$ cat config.mk
export PLATFORM = sky130hd
export DESIGN_NAME = mctr_cmd_fifo
export DESIGN_NICKNAME = d
export VERILOG_FILES = /design/src/hdl/mctr_pkg.sv /design/src/hdl/mctr_cmd_fifo.sv
export SDC_FILE = /design/constraint.sdc
export NUM_CORES = 1
export LEC_CHECK = 0
export BUFFER_PORTS_ARGS = -buffer_cell sky130_fd_sc_hd__buf_4
export CORE_MARGIN = 2
export CORE_UTILIZATION = 50
export CTS_CLUSTER_SIZE = 12
export DETAILED_ROUTE_END_ITERATION = 12
export MAX_ROUTING_LAYER = met4
export PLACE_DENSITY = 0.76
export SKIP_CTS_REPAIR_TIMING = 1
export SLEW_MARGIN = 20
export SYNTH_ARGS = -nofsm -noshare
export SYNTH_HDL_FRONTEND = slang
export SYNTH_SLANG_ARGS = --single-unit
$ cat constraint.sdc
create_clock -name clk_i -period 3 [get_ports clk_i]
set_input_delay 0.3 -clock clk_i [delete_from_list [all_inputs] [get_ports clk_i]]
set_output_delay 0.3 -clock clk_i [all_outputs]
set_load 0.1 [all_outputs]
$ cat src/hdl/mctr_pkg.sv
`timescale 1ns / 1ps

package mctr_pkg;

  // sizing
  localparam int NUM_FILES  = 16;
  localparam int MAX_CHUNKS = 64;
  localparam int FID_W      = (NUM_FILES > 1) ? $clog2(NUM_FILES) : 1;
  localparam int CNT_W      = $clog2(MAX_CHUNKS + 1);
  localparam int IDX_W      = (MAX_CHUNKS > 1) ? $clog2(MAX_CHUNKS) : 1;
  localparam int CQ_DEPTH   = 4;
  localparam int CQ_AW      = $clog2(CQ_DEPTH);

  typedef enum logic [1:0] {
    ACT_DEFINE = 2'd0,
    ACT_DATA   = 2'd1,
    ACT_END    = 2'd2,
    ACT_OTHER  = 2'd3
  } action_e;

  typedef enum logic [1:0] {
    KIND_STATUS = 2'd0,
    KIND_RETX   = 2'd1,
    KIND_DONE   = 2'd2
  } kind_e;

  typedef enum logic [3:0] {
    ST_DEFINED    = 4'd0,
    ST_STORED     = 4'd1,
    ST_BAD_FILE   = 4'd2,
    ST_UNTRACKED  = 4'd3,
    ST_BAD_SEQ    = 4'd4,
    ST_CORRUPT    = 4'd5,
    ST_DUPLICATE  = 4'd6,
    ST_DONE       = 4'd7,
    ST_TRACKING   = 4'd8,
    ST_INTEG_FAIL = 4'd9,
    ST_IGNORED    = 4'd10,
    ST_TOO_LARGE  = 4'd11
  } status_e;

  typedef enum logic [1:0] {
    MODE_IDLE  = 2'd0,
    MODE_TRACK = 2'd1,
    MODE_DONE  = 2'd2
  } mode_e;

  typedef enum logic [1:0] {
    BK_CMD,
    BK_SECOND,
    BK_SCAN
  } back_state_e;

  typedef struct packed {
    logic [1:0]  action;
    logic [15:0] file_id;
    logic [15:0] seq;
    logic [15:0] chunk_total;
    logic [31:0] file_sum;
    logic [31:0] chunk_checksum;
    logic [7:0]  data_byte;
    logic        byte_last;
  } in_item_t;

  typedef struct packed {
    logic [1:0]  kind;
    logic [3:0]  status;
    logic [15:0] out_file_id;
    logic [15:0] out_seq;
    logic        last;
  } out_item_t;

  // classified command handed from front to back
  typedef struct packed {
    logic [1:0]       action;
    logic [15:0]      fid;
    logic             fid_ok;
    logic [15:0]      seq;
    logic             total_ok;
    logic [CNT_W-1:0] total;
    logic [31:0]      fsum;
    logic [31:0]      sum;
    logic             sum_ok;
  } cmd_t;

endpackage

$ cat src/hdl/mctr_cmd_fifo.sv
`timescale 1ns / 1ps

module mctr_cmd_fifo import mctr_pkg::*; (
  input  logic clk_i,
  input  logic rst_ni,
  input  logic push_valid_i,
  output logic push_ready_o,
  input  cmd_t push_cmd_i,
  output logic pop_valid_o,
  input  logic pop_ready_i,
  output cmd_t pop_cmd_o
);

  cmd_t             mem_q [CQ_DEPTH];
  logic [CQ_AW-1:0] wr_ptr_q, wr_ptr_d;
  logic [CQ_AW-1:0] rd_ptr_q, rd_ptr_d;
  logic [CQ_AW:0]   count_q, count_d;
  logic             do_push, do_pop;

  assign push_ready_o = count_q != (CQ_AW + 1)'(CQ_DEPTH);
  assign pop_valid_o  = count_q != '0;
  assign pop_cmd_o    = mem_q[rd_ptr_q];
  assign do_push      = push_valid_i && push_ready_o;
  assign do_pop       = pop_valid_o && pop_ready_i;

  // pointer and fill bookkeeping
  always_comb begin
    wr_ptr_d = wr_ptr_q;
    rd_ptr_d = rd_ptr_q;
    count_d  = count_q;
    if (do_push) begin
      wr_ptr_d = (wr_ptr_q == CQ_AW'(CQ_DEPTH - 1)) ? '0 : wr_ptr_q + CQ_AW'(1);
    end
    if (do_pop) begin
      rd_ptr_d = (rd_ptr_q == CQ_AW'(CQ_DEPTH - 1)) ? '0 : rd_ptr_q + CQ_AW'(1);
    end
    unique case ({do_push, do_pop})
      2'b10:   count_d = count_q + (CQ_AW + 1)'(1);
      2'b01:   count_d = count_q - (CQ_AW + 1)'(1);
      default: count_d = count_q;
    endcase
  end

  always_ff @(posedge clk_i or negedge rst_ni) begin
    if (!rst_ni) begin
      wr_ptr_q <= '0;
      rd_ptr_q <= '0;
      count_q  <= '0;
    end else begin
      wr_ptr_q <= wr_ptr_d;
      rd_ptr_q <= rd_ptr_d;
      count_q  <= count_d;
    end
  end

  // entry storage
  always_ff @(posedge clk_i) begin
    if (do_push) begin
      mem_q[wr_ptr_q] <= push_cmd_i;
    end
  end

endmodule

======== After elaboration in Yosys (flattened, before gate mapping) ========
Memories as Yosys holds them, arrays and structs flattened.
Cells that the tools add are included.
storage, ports and cells
  register bits ........................... 7
  RAM bits ................................ 432
  input port bits ......................... 112
  output and inout port bits .............. 110
  logic and storage cells ................. 22
  memories kept ........................... 1
cells by class
  add/subtract/negate cells ............... 4
  equality and inequality tests ........... 5
  mux-type cells .......................... 5
  reduce and logical (&&, ||, !) cells .... 4
memories
  name   words  width  rd ports  clocked after memory_dff  write ports  line                 RTL
  mem_q  4      108    1         0                         1            mctr_cmd_fifo.sv:14  cmd_t mem_q [CQ_DEPTH];
operators by type and width
  operator             count
  $eq 2x2->1 const B   3
  $pmux 3 s2           1
  $add 2x1->2 const B  2
  $mux 2               2
  $add 3x1->3 const B  1
  $ne 3x3->1 const B   1
  $reduce_bool 3->1    1
  $sub 3x1->3 const B  1
  $eq 2x1->1 const B   1
  $logic_and 1x1->1    2
  $mux 1               2
  $reduce_bool 2->1    1

======== Depth between registers and ports, before layout ========
  word-level depth ........................ 4
  depth in mapped cells ................... 9
  gate-level depth less buffers ........... 9

======== Worst setup path before layout ========
Ideal clock, no wire load.
  path kind ............................... reg2reg
  start point ............................. register count_q[2]
  end point ............................... memory mem_q[0][0] (netlist bit), enable pin
  library setup time ...................... 0.419 ns
  data arrival time ....................... 2.298 ns
  required time ........................... 2.581 ns
  setup slack ............................. 0.283 ns
  stages on the path, launching flop included .. 3
  path buffers ............................ 0
  clock period less this slack ............ 2.717 ns
  cell sequence ........................... dfrtp_1 -> or3b_4 -> and3_2
on the way
  cells in the longest elaborated chain, start to end .. 4
ends and longest elaborated chain
  item                          line                 RTL
  start, declared               mctr_cmd_fifo.sv:17  logic [CQ_AW:0] count_q, count_d;
  start signal, assigned        mctr_cmd_fifo.sv:52  count_q <= count_d;
  $ne 3x3->1                    mctr_cmd_fifo.sv:20  assign push_ready_o = count_q != (CQ_AW + 1)'(CQ_DEPTH);
  via push_ready_o              mctr_cmd_fifo.sv:7   output logic push_ready_o,
  $logic_and 1x1->1             mctr_cmd_fifo.sv:23  assign do_push = push_valid_i && push_ready_o;
  $mux 1                        mctr_cmd_fifo.sv:58  if (do_push) begin
  $mux 1 (not written as such)  mctr_cmd_fifo.sv:59  mem_q[wr_ptr_q] <= push_cmd_i;
  end, declared                 mctr_cmd_fifo.sv:14
The timed path passes the listed nets, and every way through them passes these cells.

==> key figures <==
Logic synthesis
  • Largest family of logic cells by synthesized area: multiplexers
  • Post-synthesis cell type count: 21
  • Yosys warns: 0
  • Synth top area cells: edfxtp_1 81%, mux4_2 15%, dfrtp_1 1.1%
  • Mapped Nets: 723
  • Post-Synthesis Cell Area: 16000 um^2
  • Post-synthesis simple-gate area fraction: 0.00454
  • Mux contribution to synthesized area: 0.156
  • Mapped Avg Cell Area: approximately 26 um^2
  • Cells after Synth: roughly 600
  • Post-synthesis sequential area ratio: 0.822
  • Ys async rst share: 0.0159
  • XOR/XNOR share of the synthesized area: 0.00164
  • Synth Register Bits: 439
  • Share of the synthesized area in the top cell type: 0.811
  • Yosys top cell by area: edfxtp_1
  • Adder-Cell Fraction of Synth Area: 0.00594
  • Most used flip-flop cell after synthesis: edfxtp_1
  • Post-synth EDFFs: ~430
  • Complex-gate fraction of the synthesized area: 0

Drt
  • Drt total wl: approximately 32 mm
  • Initial DRT Pass Iterations: 4
  • Residual DRC: 0
  • Detail Route Antenna Nets: 0
  • Via count: 7645
  • Detailed router's first-iteration violation count: about 540
  • Routed WL per cell: 22.4 um
  • Via density: about 5.4

STA
  • Final number of setup-violating endpoints: 0
  • Setup repair after global routing missed its margin: no
  • Setup TNS: 0 ps
  • Rel. slew slack: 0.529
  • Final Hold Viols: 0
  • Period utilization: 0.945
  • Final min period: 2830 ps
  • Worst Tran Pin Value: roughly 710 ps
  • Max Freq: 353 MHz
  • Clk_skew: 20.9 ps
  • Final Slew Violations: 0

Setup path
  • CP Data Arrival Time: between 2000 and 3000 ps
  • Critical Path End Type: primary output
  • CP endpoint: pop_cmd_o[42]
  • Worst Reg-to-Reg Cells: 9
  • CP top delay family: flip-flops
  • Buf+Inv Stages, Crit Path: 2
  • Required time of the critical path: 2700 ps
  • R2R Setup Slk: ~770 ps
  • Crit Reg-Reg Endpoint: count_q[2]
  • Worst path slowest cell: dfrtp_4
  • Largest fanout on the critical path: 31
  • CP Launch Point: rd_ptr_q[0]
  • CP Cell Sequence: buf_12 > mux4_2 > buf_4
  • Crit path kind: reg2out
  • Worst reg2reg path startpoint: count_q[0]
  • CP Launch Type: flop
  • Levels on crit path: 3
  • CP peak stage delay: 850 ps

Layout
  • Nets: 1098
  • Multi-input logic area: 2700 um^2
  • Layout cells sized above 1: 0.418
  • Register area: 13200 um^2
  • Commonest cells after routing, fill and taps aside: 432 x edfxtp_1, 231 x buf_4, 109 x dlygate4sd3_1, 108 x mux4_2, 45 x clkbuf_16
  • Area Growth Syn to Fin: 29.7%
  • Final-layout fill cell count: 1984
  • Commonest non-fill, non-tap cell in the layout: edfxtp_1

Global routing
  • Overall global routing resource usage: 0.192
  • Grt ovf: 0
  • Vias in the first global route: 7957
  • Initial antenna violation count: 4
  • Largest net degree at the start of global routing: between 50 and 60
  • Global-route wire length before repair: 46.5 mm

Floorplanning
  • Die height: 183 um
  • Starting Density: 0.507
  • Core area: approximately 32000 um^2
  • Die Width: 183 um
  • Io pins: 222
  • Die ar.: 33400 um^2
  • FP Rows: 65

Min path
  • Hold WC Path Type: in2async

CTS
  • Clock transition at the registers of the reported paths: 60 ps
  • CTS Buf Count: 45
  • CTS root buf: clkbuf_16
  • Sink Count: around 440
  • Clock buffer depth: 3
  • CTS tree: built
  • CTS H-tree depth: 2
  • Later-pin clock latency in the skew report: about 530 ps

Place
  • Buffers on Ports: between 200 and 250
  • Final GP Congestion: 0.696
  • HPWL Detailed: 18.6 mm

Status
  • Status: complete, no violations

Job
  • Max-Cap Viols: 0
stage by stage:
step | cell area [um^2] | std cells | util | hold WS [ps] | setup WS [ps]
floorplan | 16000 | 604 | - | 4.41 | 283
global placement | 18400 | 1225 | 0.582 | 130 | 708
detailed placement | 18400 | 1225 | 0.582 | 128 | 685
CTS | 19600 | 1295 | 0.623 | -447 | 97.7
global route | 20700 | 1408 | 0.658 | 118 | 11.0
finish | 20700 | 1408 | 0.658 | 118 | 166
how the worst min path moves through the flow:
| stage | start | endpoint | cells past startpoint | slack, ps |
|---|---|---|---|---|
| final | rst_ni | count_q[1] | 2 | 120 |
| after global placement | rst_ni | rd_ptr_q[0] | 1 | 130 |
| after floorplan | rst_ni | count_q[0] | 0 | 4 |
| after detailed placement | rst_ni | count_q[1] | 1 | 130 |
| after CTS | rst_ni | count_q[1] | 1 | -450 |
| after global routing | rst_ni | count_q[1] | 2 | 120 |
cells in the mapped netlist, types with 3 or more instances:
master,instances
inv_1,7
buf_1,5
and3_2,4
buf_4,9
mux4_2,108
nor2_1,3
dfrtp_1,7
buf_2,7
clkbuf_1,3
edfxtp_1,432
ha_1,6
area by class of cell:
| class | count | area share |
|---|---|---|
| clock buffers | 59 | 0.0578 |
| multi-input cells | 134 | 0.130 |
| repair buffers | 352 | 0.148 |
| inverters | 7 | 0.00127 |
| well taps | 402 | 0.0242 |
| diodes | 4 | 0.000482 |
| clock inverters | 11 | 0.00422 |
| flip-flops and latches | 439 | 0.634 |
registers in the layout, indices dropped and copies added, names as in the netlist:
name,count
mem_q,432
wr_ptr_q,2
rd_ptr_q,2
count_q,3
cell families after synthesis:
kind of cell             count (synthesis)
multiplexers                           113
AND/OR/NAND/NOR                         11
flip-flops                             439
adder cells (fa/ha/maj)                  7
XOR/XNOR                                 3
buffers and inverters                   31
worst reg2reg max path, cell delays in order, from the launching register on:
cell and delay [ps]:
dfrtp_1 420, or3b_4 450, and2_4 200, inv_1 60
ha_1 180, inv_1 60, fa_1 370, xor2_1 150
nor2_1 110, xor2_1 160
metal layers:
layer  global-route usage  share of wire  up-vias
met2                0.318           0.52      236
met1                0.240           0.41     4034
met5                    -              0        -
met3               0.0504          0.058       32
met4               0.0480          0.012        0
li1                     -              -     3343
Power is not shown: default switching activity piles up to over one toggle a cycle in this logic, so the estimate is an artifact.
