==> config.mk <==
export PLATFORM = sky130hd
export DESIGN_NAME = mctr_front
export DESIGN_NICKNAME = d
export VERILOG_FILES = /design/src/hdl/mctr_pkg.sv /design/src/hdl/mctr_front.sv
export SDC_FILE = /design/constraint.sdc
export NUM_CORES = 1
export LEC_CHECK = 0
export BUFFER_PORTS_ARGS = -buffer_cell sky130_fd_sc_hd__buf_2
export CAP_MARGIN = 20
export CORE_ASPECT_RATIO = 1.1
export CORE_UTILIZATION = 25
export CTS_CLUSTER_SIZE = 24
export DETAILED_ROUTE_END_ITERATION = 12
export PLACE_DENSITY = 0.53
export RECOVER_POWER = 100
export SLEW_MARGIN = 20
export SYNTH_ARGS = -nofsm -noshare
export SYNTH_HDL_FRONTEND = slang
export SYNTH_SLANG_ARGS = --single-unit
export TNS_END_PERCENT = 20
==> constraint.sdc <==
create_clock -name clk_i -period 5.65 [get_ports clk_i]
set_input_delay 1.13 -clock clk_i [delete_from_list [all_inputs] [get_ports clk_i]]
set_output_delay 1.13 -clock clk_i [all_outputs]
set_load 0.02 [all_outputs]
==> src/hdl/mctr_pkg.sv <==
`timescale 1ns / 1ps

package mctr_pkg;

  // sizing
  localparam int NUM_FILES  = 16;
  localparam int MAX_CHUNKS = 64;
  localparam int FID_W      = (NUM_FILES > 1) ? $clog2(NUM_FILES) : 1;
  localparam int CNT_W      = $clog2(MAX_CHUNKS + 1);
  localparam int IDX_W      = (MAX_CHUNKS > 1) ? $clog2(MAX_CHUNKS) : 1;
  localparam int CQ_DEPTH   = 4;
  localparam int CQ_AW      = $clog2(CQ_DEPTH);

  typedef enum logic [1:0] {
    ACT_DEFINE = 2'd0,
    ACT_DATA   = 2'd1,
    ACT_END    = 2'd2,
    ACT_OTHER  = 2'd3
  } action_e;

  typedef enum logic [1:0] {
    KIND_STATUS = 2'd0,
    KIND_RETX   = 2'd1,
    KIND_DONE   = 2'd2
  } kind_e;

  typedef enum logic [3:0] {
    ST_DEFINED    = 4'd0,
    ST_STORED     = 4'd1,
    ST_BAD_FILE   = 4'd2,
    ST_UNTRACKED  = 4'd3,
    ST_BAD_SEQ    = 4'd4,
    ST_CORRUPT    = 4'd5,
    ST_DUPLICATE  = 4'd6,
    ST_DONE       = 4'd7,
    ST_TRACKING   = 4'd8,
    ST_INTEG_FAIL = 4'd9,
    ST_IGNORED    = 4'd10,
    ST_TOO_LARGE  = 4'd11
  } status_e;

  typedef enum logic [1:0] {
    MODE_IDLE  = 2'd0,
    MODE_TRACK = 2'd1,
    MODE_DONE  = 2'd2
  } mode_e;

  typedef enum logic [1:0] {
    BK_CMD,
    BK_SECOND,
    BK_SCAN
  } back_state_e;

  typedef struct packed {
    logic [1:0]  action;
    logic [15:0] file_id;
    logic [15:0] seq;
    logic [15:0] chunk_total;
    logic [31:0] file_sum;
    logic [31:0] chunk_checksum;
    logic [7:0]  data_byte;
    logic        byte_last;
  } in_item_t;

  typedef struct packed {
    logic [1:0]  kind;
    logic [3:0]  status;
    logic [15:0] out_file_id;
    logic [15:0] out_seq;
    logic        last;
  } out_item_t;

  // classified command handed from front to back
  typedef struct packed {
    logic [1:0]       action;
    logic [15:0]      fid;
    logic             fid_ok;
    logic [15:0]      seq;
    logic             total_ok;
    logic [CNT_W-1:0] total;
    logic [31:0]      fsum;
    logic [31:0]      sum;
    logic             sum_ok;
  } cmd_t;

endpackage

==> src/hdl/mctr_front.sv <==
`timescale 1ns / 1ps

module mctr_front import mctr_pkg::*; (
  input  logic     clk_i,
  input  logic     rst_ni,
  input  logic     in_valid_i,
  output logic     in_ready_o,
  input  in_item_t in_item_i,
  output logic     push_valid_o,
  input  logic     push_ready_i,
  output cmd_t     push_cmd_o
);

  logic [31:0] psum_q, psum_d;
  logic [31:0] sum;
  logic        accept;
  logic        mid_byte;

  assign in_ready_o = push_ready_i;
  assign accept     = in_valid_i && in_ready_o;
  assign sum        = psum_q + {24'd0, in_item_i.data_byte};
  assign mid_byte   = (in_item_i.action == ACT_DATA) && !in_item_i.byte_last;

  // bytes before the last one of a packet only feed the running sum
  assign push_valid_o = in_valid_i && !mid_byte;

  // classify the beat
  always_comb begin
    push_cmd_o.action   = in_item_i.action;
    push_cmd_o.fid      = in_item_i.file_id;
    push_cmd_o.fid_ok   = in_item_i.file_id < 16'(NUM_FILES);
    push_cmd_o.seq      = in_item_i.seq;
    push_cmd_o.total_ok = in_item_i.chunk_total <= 16'(MAX_CHUNKS);
    push_cmd_o.total    = in_item_i.chunk_total[CNT_W-1:0];
    push_cmd_o.fsum     = in_item_i.file_sum;
    push_cmd_o.sum      = sum;
    push_cmd_o.sum_ok   = sum == in_item_i.chunk_checksum;
  end

  // packet byte sum, cleared on the last byte and on any non-byte beat
  always_comb begin
    psum_d = psum_q;
    if (accept) begin
      psum_d = mid_byte ? sum : 32'd0;
    end
  end

  always_ff @(posedge clk_i or negedge rst_ni) begin
    if (!rst_ni) begin
      psum_q <= 32'd0;
    end else begin
      psum_q <= psum_d;
    end
  end

endmodule

---- Yosys cells after proc, flatten, opt, wreduce, memory -nomap -nowiden ----
Cells that the tools add are included.
word-level totals
  flip-flop bits (word level) ............. 32
  input port bits ......................... 127
  output and inout bits ................... 110
  logic and storage cells ................. 12
operators by class
  $add $sub $neg .......................... 1
  $lt $le $gt $ge ......................... 2
  eq/ne operators ......................... 2
  muxes and demuxes ....................... 1
  reduce and logical (&&, ||, !) cells .... 5
operator list
  operator             count
  $add 32x8->32        1
  $eq 32x32->1         1
  $mux 32              1
  $le 16x7->1 const B  1
  $lt 16x5->1 const B  1
  $logic_and 1x1->1    3
  $eq 2x1->1 const B   1
  $logic_not 1->1      2

---- Depth between registers and ports, before layout ----
  depth in word-level cells ............... 4
  mapped depth ............................ 12
  depth with buffers taken out ............ 10

---- Worst setup path before layout ----
Ideal clock, no wire load.
  path kind ............................... input port to output port
  start ................................... input in_item_i[1] in the netlist's numbering
  end ..................................... output push_cmd_o[0] in the netlist's numbering
  arrival ................................. 4.159 ns
  data required time ...................... 4.520 ns
  path slack .............................. 0.361 ns
  cell stages on the path ................. 10
  buffers on the path ..................... 0
  path through ............................ ha_1 -> fa_1 -> a211oi_2 -> o211ai_2 -> nand4_1 -> mux2_2 -> a2111oi_4 -> o2111ai_1 -> or4_1 -> nor4_2
RTL lines
  item         RTL line          text
  from (decl)  mctr_front.sv:8   input in_item_t in_item_i,
  to (decl)    mctr_front.sv:11  output cmd_t push_cmd_o

==> impl_results.md <==
* Hold-fix buffers at CTS at 0
* Final number of max-transition violations at 33
* Setup skew after layout at 0.00716 ns
* Fill count at 1758
* Post-route DRC violation count at 0
* Clock Pin Slew Worst Setup and Hold Paths at 0.06 ns
* Final setup vio count at 0
* Violation count after the first detailed-routing iteration at 223
* Latest clock arrival within the worst-skew pair at 0.28 ns
* Estimated wirelength of the detail-placed design at 10.1 mm
* Post-Syn Nets at 636
* Area growth from synthesis to final layout at 10.4%
* Shortest period the worst path allows at 5.52 ns
* Total wire length at 12.9 mm
* Yosys top cell area share at 19.9%
* Total power per unit cell area at 167 nW/um^2
* Cell Count Post-Placement at 746
* Router iterations before antenna repair at 5
* Core Rows at 48
* Std-Cell Core Area at 15700 um^2
* Internal at 0.000516 W
* Number of diodes added for antenna fixing at 0
* Biggest area consumer among synthesized cells: sky130_fd_sc_hd__dfrtp_1
* Metal2 WL at 6.16 mm
* Type of the setup path with the least slack: primary input to primary output
* Data required, critical path at 4.52 ns
* Largest registers: psum_q (32)
* WL/cell at 17.1 um
* Met1 wire length at 5.60 mm
* Outcome: complete, but fails checks
* Fraction of registers with async set or reset after synthesis at 100%
* TritonCTS clock tree: built
* WL met3 at 864 um
* Sequential power share at 31.7%
* Overall track demand over capacity in global routing at 15.6%
* Reg with most FFs: psum_q
* Net total in the final layout at 690
* Yosys warning total at 0
* Combinational fraction of design power at 25.8%
* Layout Cell Area excl Fill at 4440 um^2
* Number of cells in the finished layout apart from fillers at 755
* Number of buffers added by the clock tree synthesis step at 5
* Synthesized area per cell at 8.05 um^2
* Maximum root-to-sink buffer count at 2
* Post-Syn Area at 4020 um^2
* Post-place instance area at 4360 um^2
* LEAKAGE at 1.90 nW
* Switching portion of total power at 30.3%
* Pin slew with the least headroom to its limit at 1.96 ns
* Post-synthesis instance total at 500
* Most frequent cells after synthesis: sky130_fd_sc_hd__buf_4, sky130_fd_sc_hd__nand2_1, sky130_fd_sc_hd__xnor2_1, sky130_fd_sc_hd__nor2_1, sky130_fd_sc_hd__dfrtp_1
* Clock net sink count at 32
* Violated checks: max-capacitance violations, max-slew violations
* Crit path launch type: primary input
* Multi-input logic area at 2470 um^2
* Fraction of final layout cells sized beyond drive strength 1 at 21.6%
* Synth cell types at 69
* Vertical extent of the die at 135 um
* Path type of the worst min-delay path: flip-flop to flip-flop
* Maximum number of pins on one net before global-route repair at 33
* Yosys reg bits at 32
* Most repeated cell in the gate-level netlist after synthesis: sky130_fd_sc_hd__buf_4
* Final weighted congestion in routability-driven placement at 0.874
* Total I/O pin count at 237
* Wire length of the first global-routing pass at 20.1 mm
* Top post-synthesis cells by area: sky130_fd_sc_hd__dfrtp_1, sky130_fd_sc_hd__buf_4, sky130_fd_sc_hd__xnor2_1, sky130_fd_sc_hd__xor2_1, sky130_fd_sc_hd__o21ai_0
* Switching power summed over all nets at 0.000224 W
* Post-route fraction of the period consumed by the critical path at 97.7%
* Vias in the first global route at 3830
* Initial antenna violation count at 0
* Via count at 3827
* Global route overflow at 0
* Relative contribution of the clock network to total power at 42.4%
* Root buffer selected by CTS: sky130_fd_sc_hd__clkbuf_16
* Max-capacitance violation count at 1
* Number of flops mapped to enable cells by yosys at 0
* Deepest level of the CTS H-tree at 2
* Overall die width at 123 um
* Detail-routed via count per cell at 5.07
* Sequential fraction of the synthesis area at 19.9%
* Total Die Area at 16600 um^2
* Critical Path End Type: primary output
* Antenna viol nets, final at 0
* Worst rel slew slack at -30.6%
* Max FFs per register at 32
* Highest achievable clock rate at 181 MHz
* Post-route total power at 0.000740 W
* Max IR drop VDD at 0.0000962 V
* Starting density of the core at 25.6%
* Input/output buffers at 132
* Area used by sequential logic in the layout at 801 um^2
* Most used flip-flop cell after synthesis: sky130_fd_sc_hd__dfrtp_1
* Final number of hold-violating endpoints at 0
* CP arrival at 4.39 ns
* Highest net fanout along the worst path at 2
* Max layer used: met4
==> cell families after synthesis <==
family | after synthesis | share of synthesized area (%)
AOI/OAI and AO/OA | 116 | 21.1
DFF | 32 | 19.9
xor gates and xnor gates | 60 | 13.8
adders and majority gates | 9 | 2.99
muxes | 3 | 0.778
and+or+nand+nor | 165 | 22.7
buffers and inverters | 115 | 18.8
==> layout by cell type (no fill, tap or decap), drive strengths merged, types with 7 or more instances in the layout <==
master and n:
buf 89, clkbuf 69, nand2 37, xnor2 34, nor2 34, o21ai 33, dfrtp 32, xor2 24
a21oi 16, and3 15, nand3 14, o31ai 14, nand4 10, inv 10, a22o 9, nor3 9
ha 8, nor4 8, nand3b 7, a21o 7
==> layer usage <==
layer | vias up | track usage, %
met5 | - | 0
met4 | 0 | 5.56
met3 | 32 | 2.49
met2 | 136 | 26.3
met1 | 1833 | 19.9
li1 | 1826 | -
==> stage by stage <==
| step | worst slack (ns) | utilization, % | TNS, ns | hold WS [ns] |
|---|---|---|---|---|
| 2_1_floorplan | 0.361 | - | 0 | 0.478 |
| 3_3_place_gp | 0.0695 | 27.7 | 0 | 0.496 |
| 3_5_place_dp | 0.0297 | 27.7 | 0 | 0.496 |
| 4_1_cts | 0.00348 | 28.8 | 0 | 0.514 |
| 5_1_grt | -0.00624 | 28.2 | -0.00624 | 0.525 |
| 6_report | 0.128 | 28.2 | 0 | 0.510 |
==> what timing repair did <==
| item | CTS | global route |
|---|---|---|
| setup buffers | 0 | 1 |
| endpoints found under the setup margin | 0 | 1 |
| gates resized for setup | 0 | 4 |
==> final timing paths <==
path                                       start                      to  slack, ns  cells after the start
min reg2reg                psum_q[0]$_DFFE_PN0P_   psum_q[0]$_DFFE_PN0P_       0.51                      1
max reg2reg                psum_q[4]$_DFFE_PN0P_  psum_q[19]$_DFFE_PN0P_       3.08                      8
min in group asynchronous                 rst_ni   psum_q[4]$_DFFE_PN0P_       1.40                      1
max                                 in_item_i[1]           push_cmd_o[0]       0.13                     12
max in group asynchronous                 rst_ni  psum_q[13]$_DFFE_PN0P_       3.13                      1
min                        psum_q[0]$_DFFE_PN0P_   psum_q[0]$_DFFE_PN0P_       0.51                      1
==> worst max-delay path: stages <==
cell and delay (ns):
sky130_fd_sc_hd__buf_2 0.10, sky130_fd_sc_hd__ha_1 0.23, sky130_fd_sc_hd__fa_2 0.37, sky130_fd_sc_hd__a211oi_2 0.30, sky130_fd_sc_hd__o211ai_2 0.15, sky130_fd_sc_hd__nand4_1 0.14
sky130_fd_sc_hd__mux2_2 0.38, sky130_fd_sc_hd__a2111oi_4 0.31, sky130_fd_sc_hd__o2111ai_1 0.18, sky130_fd_sc_hd__or4_4 0.58, sky130_fd_sc_hd__nor4_4 0.30, sky130_fd_sc_hd__clkbuf_2 0.22
==> layout make-up <==
type	instances	share of cell area, %
inverter	10	0.846
clock buffer	6	2.90
tap	200	5.64
timing repair buffer	152	16.2
sequential	32	18.0
multi-input combinational	353	55.6
clock inverter	2	0.789
==> power groups by stage <==
stage	Combinational (W)	Clock, W	Sequential (W)
after floorplan	0.000178	0	0.000238
after global placement	0.000195	0	0.000239
after detailed placement	0.000196	0	0.000239
after CTS	0.000198	0.000326	0.000235
after global routing	0.000210	0.000335	0.000235
final	0.000191	0.000314	0.000235
Note: power is estimated with default switching activity, not from simulation.
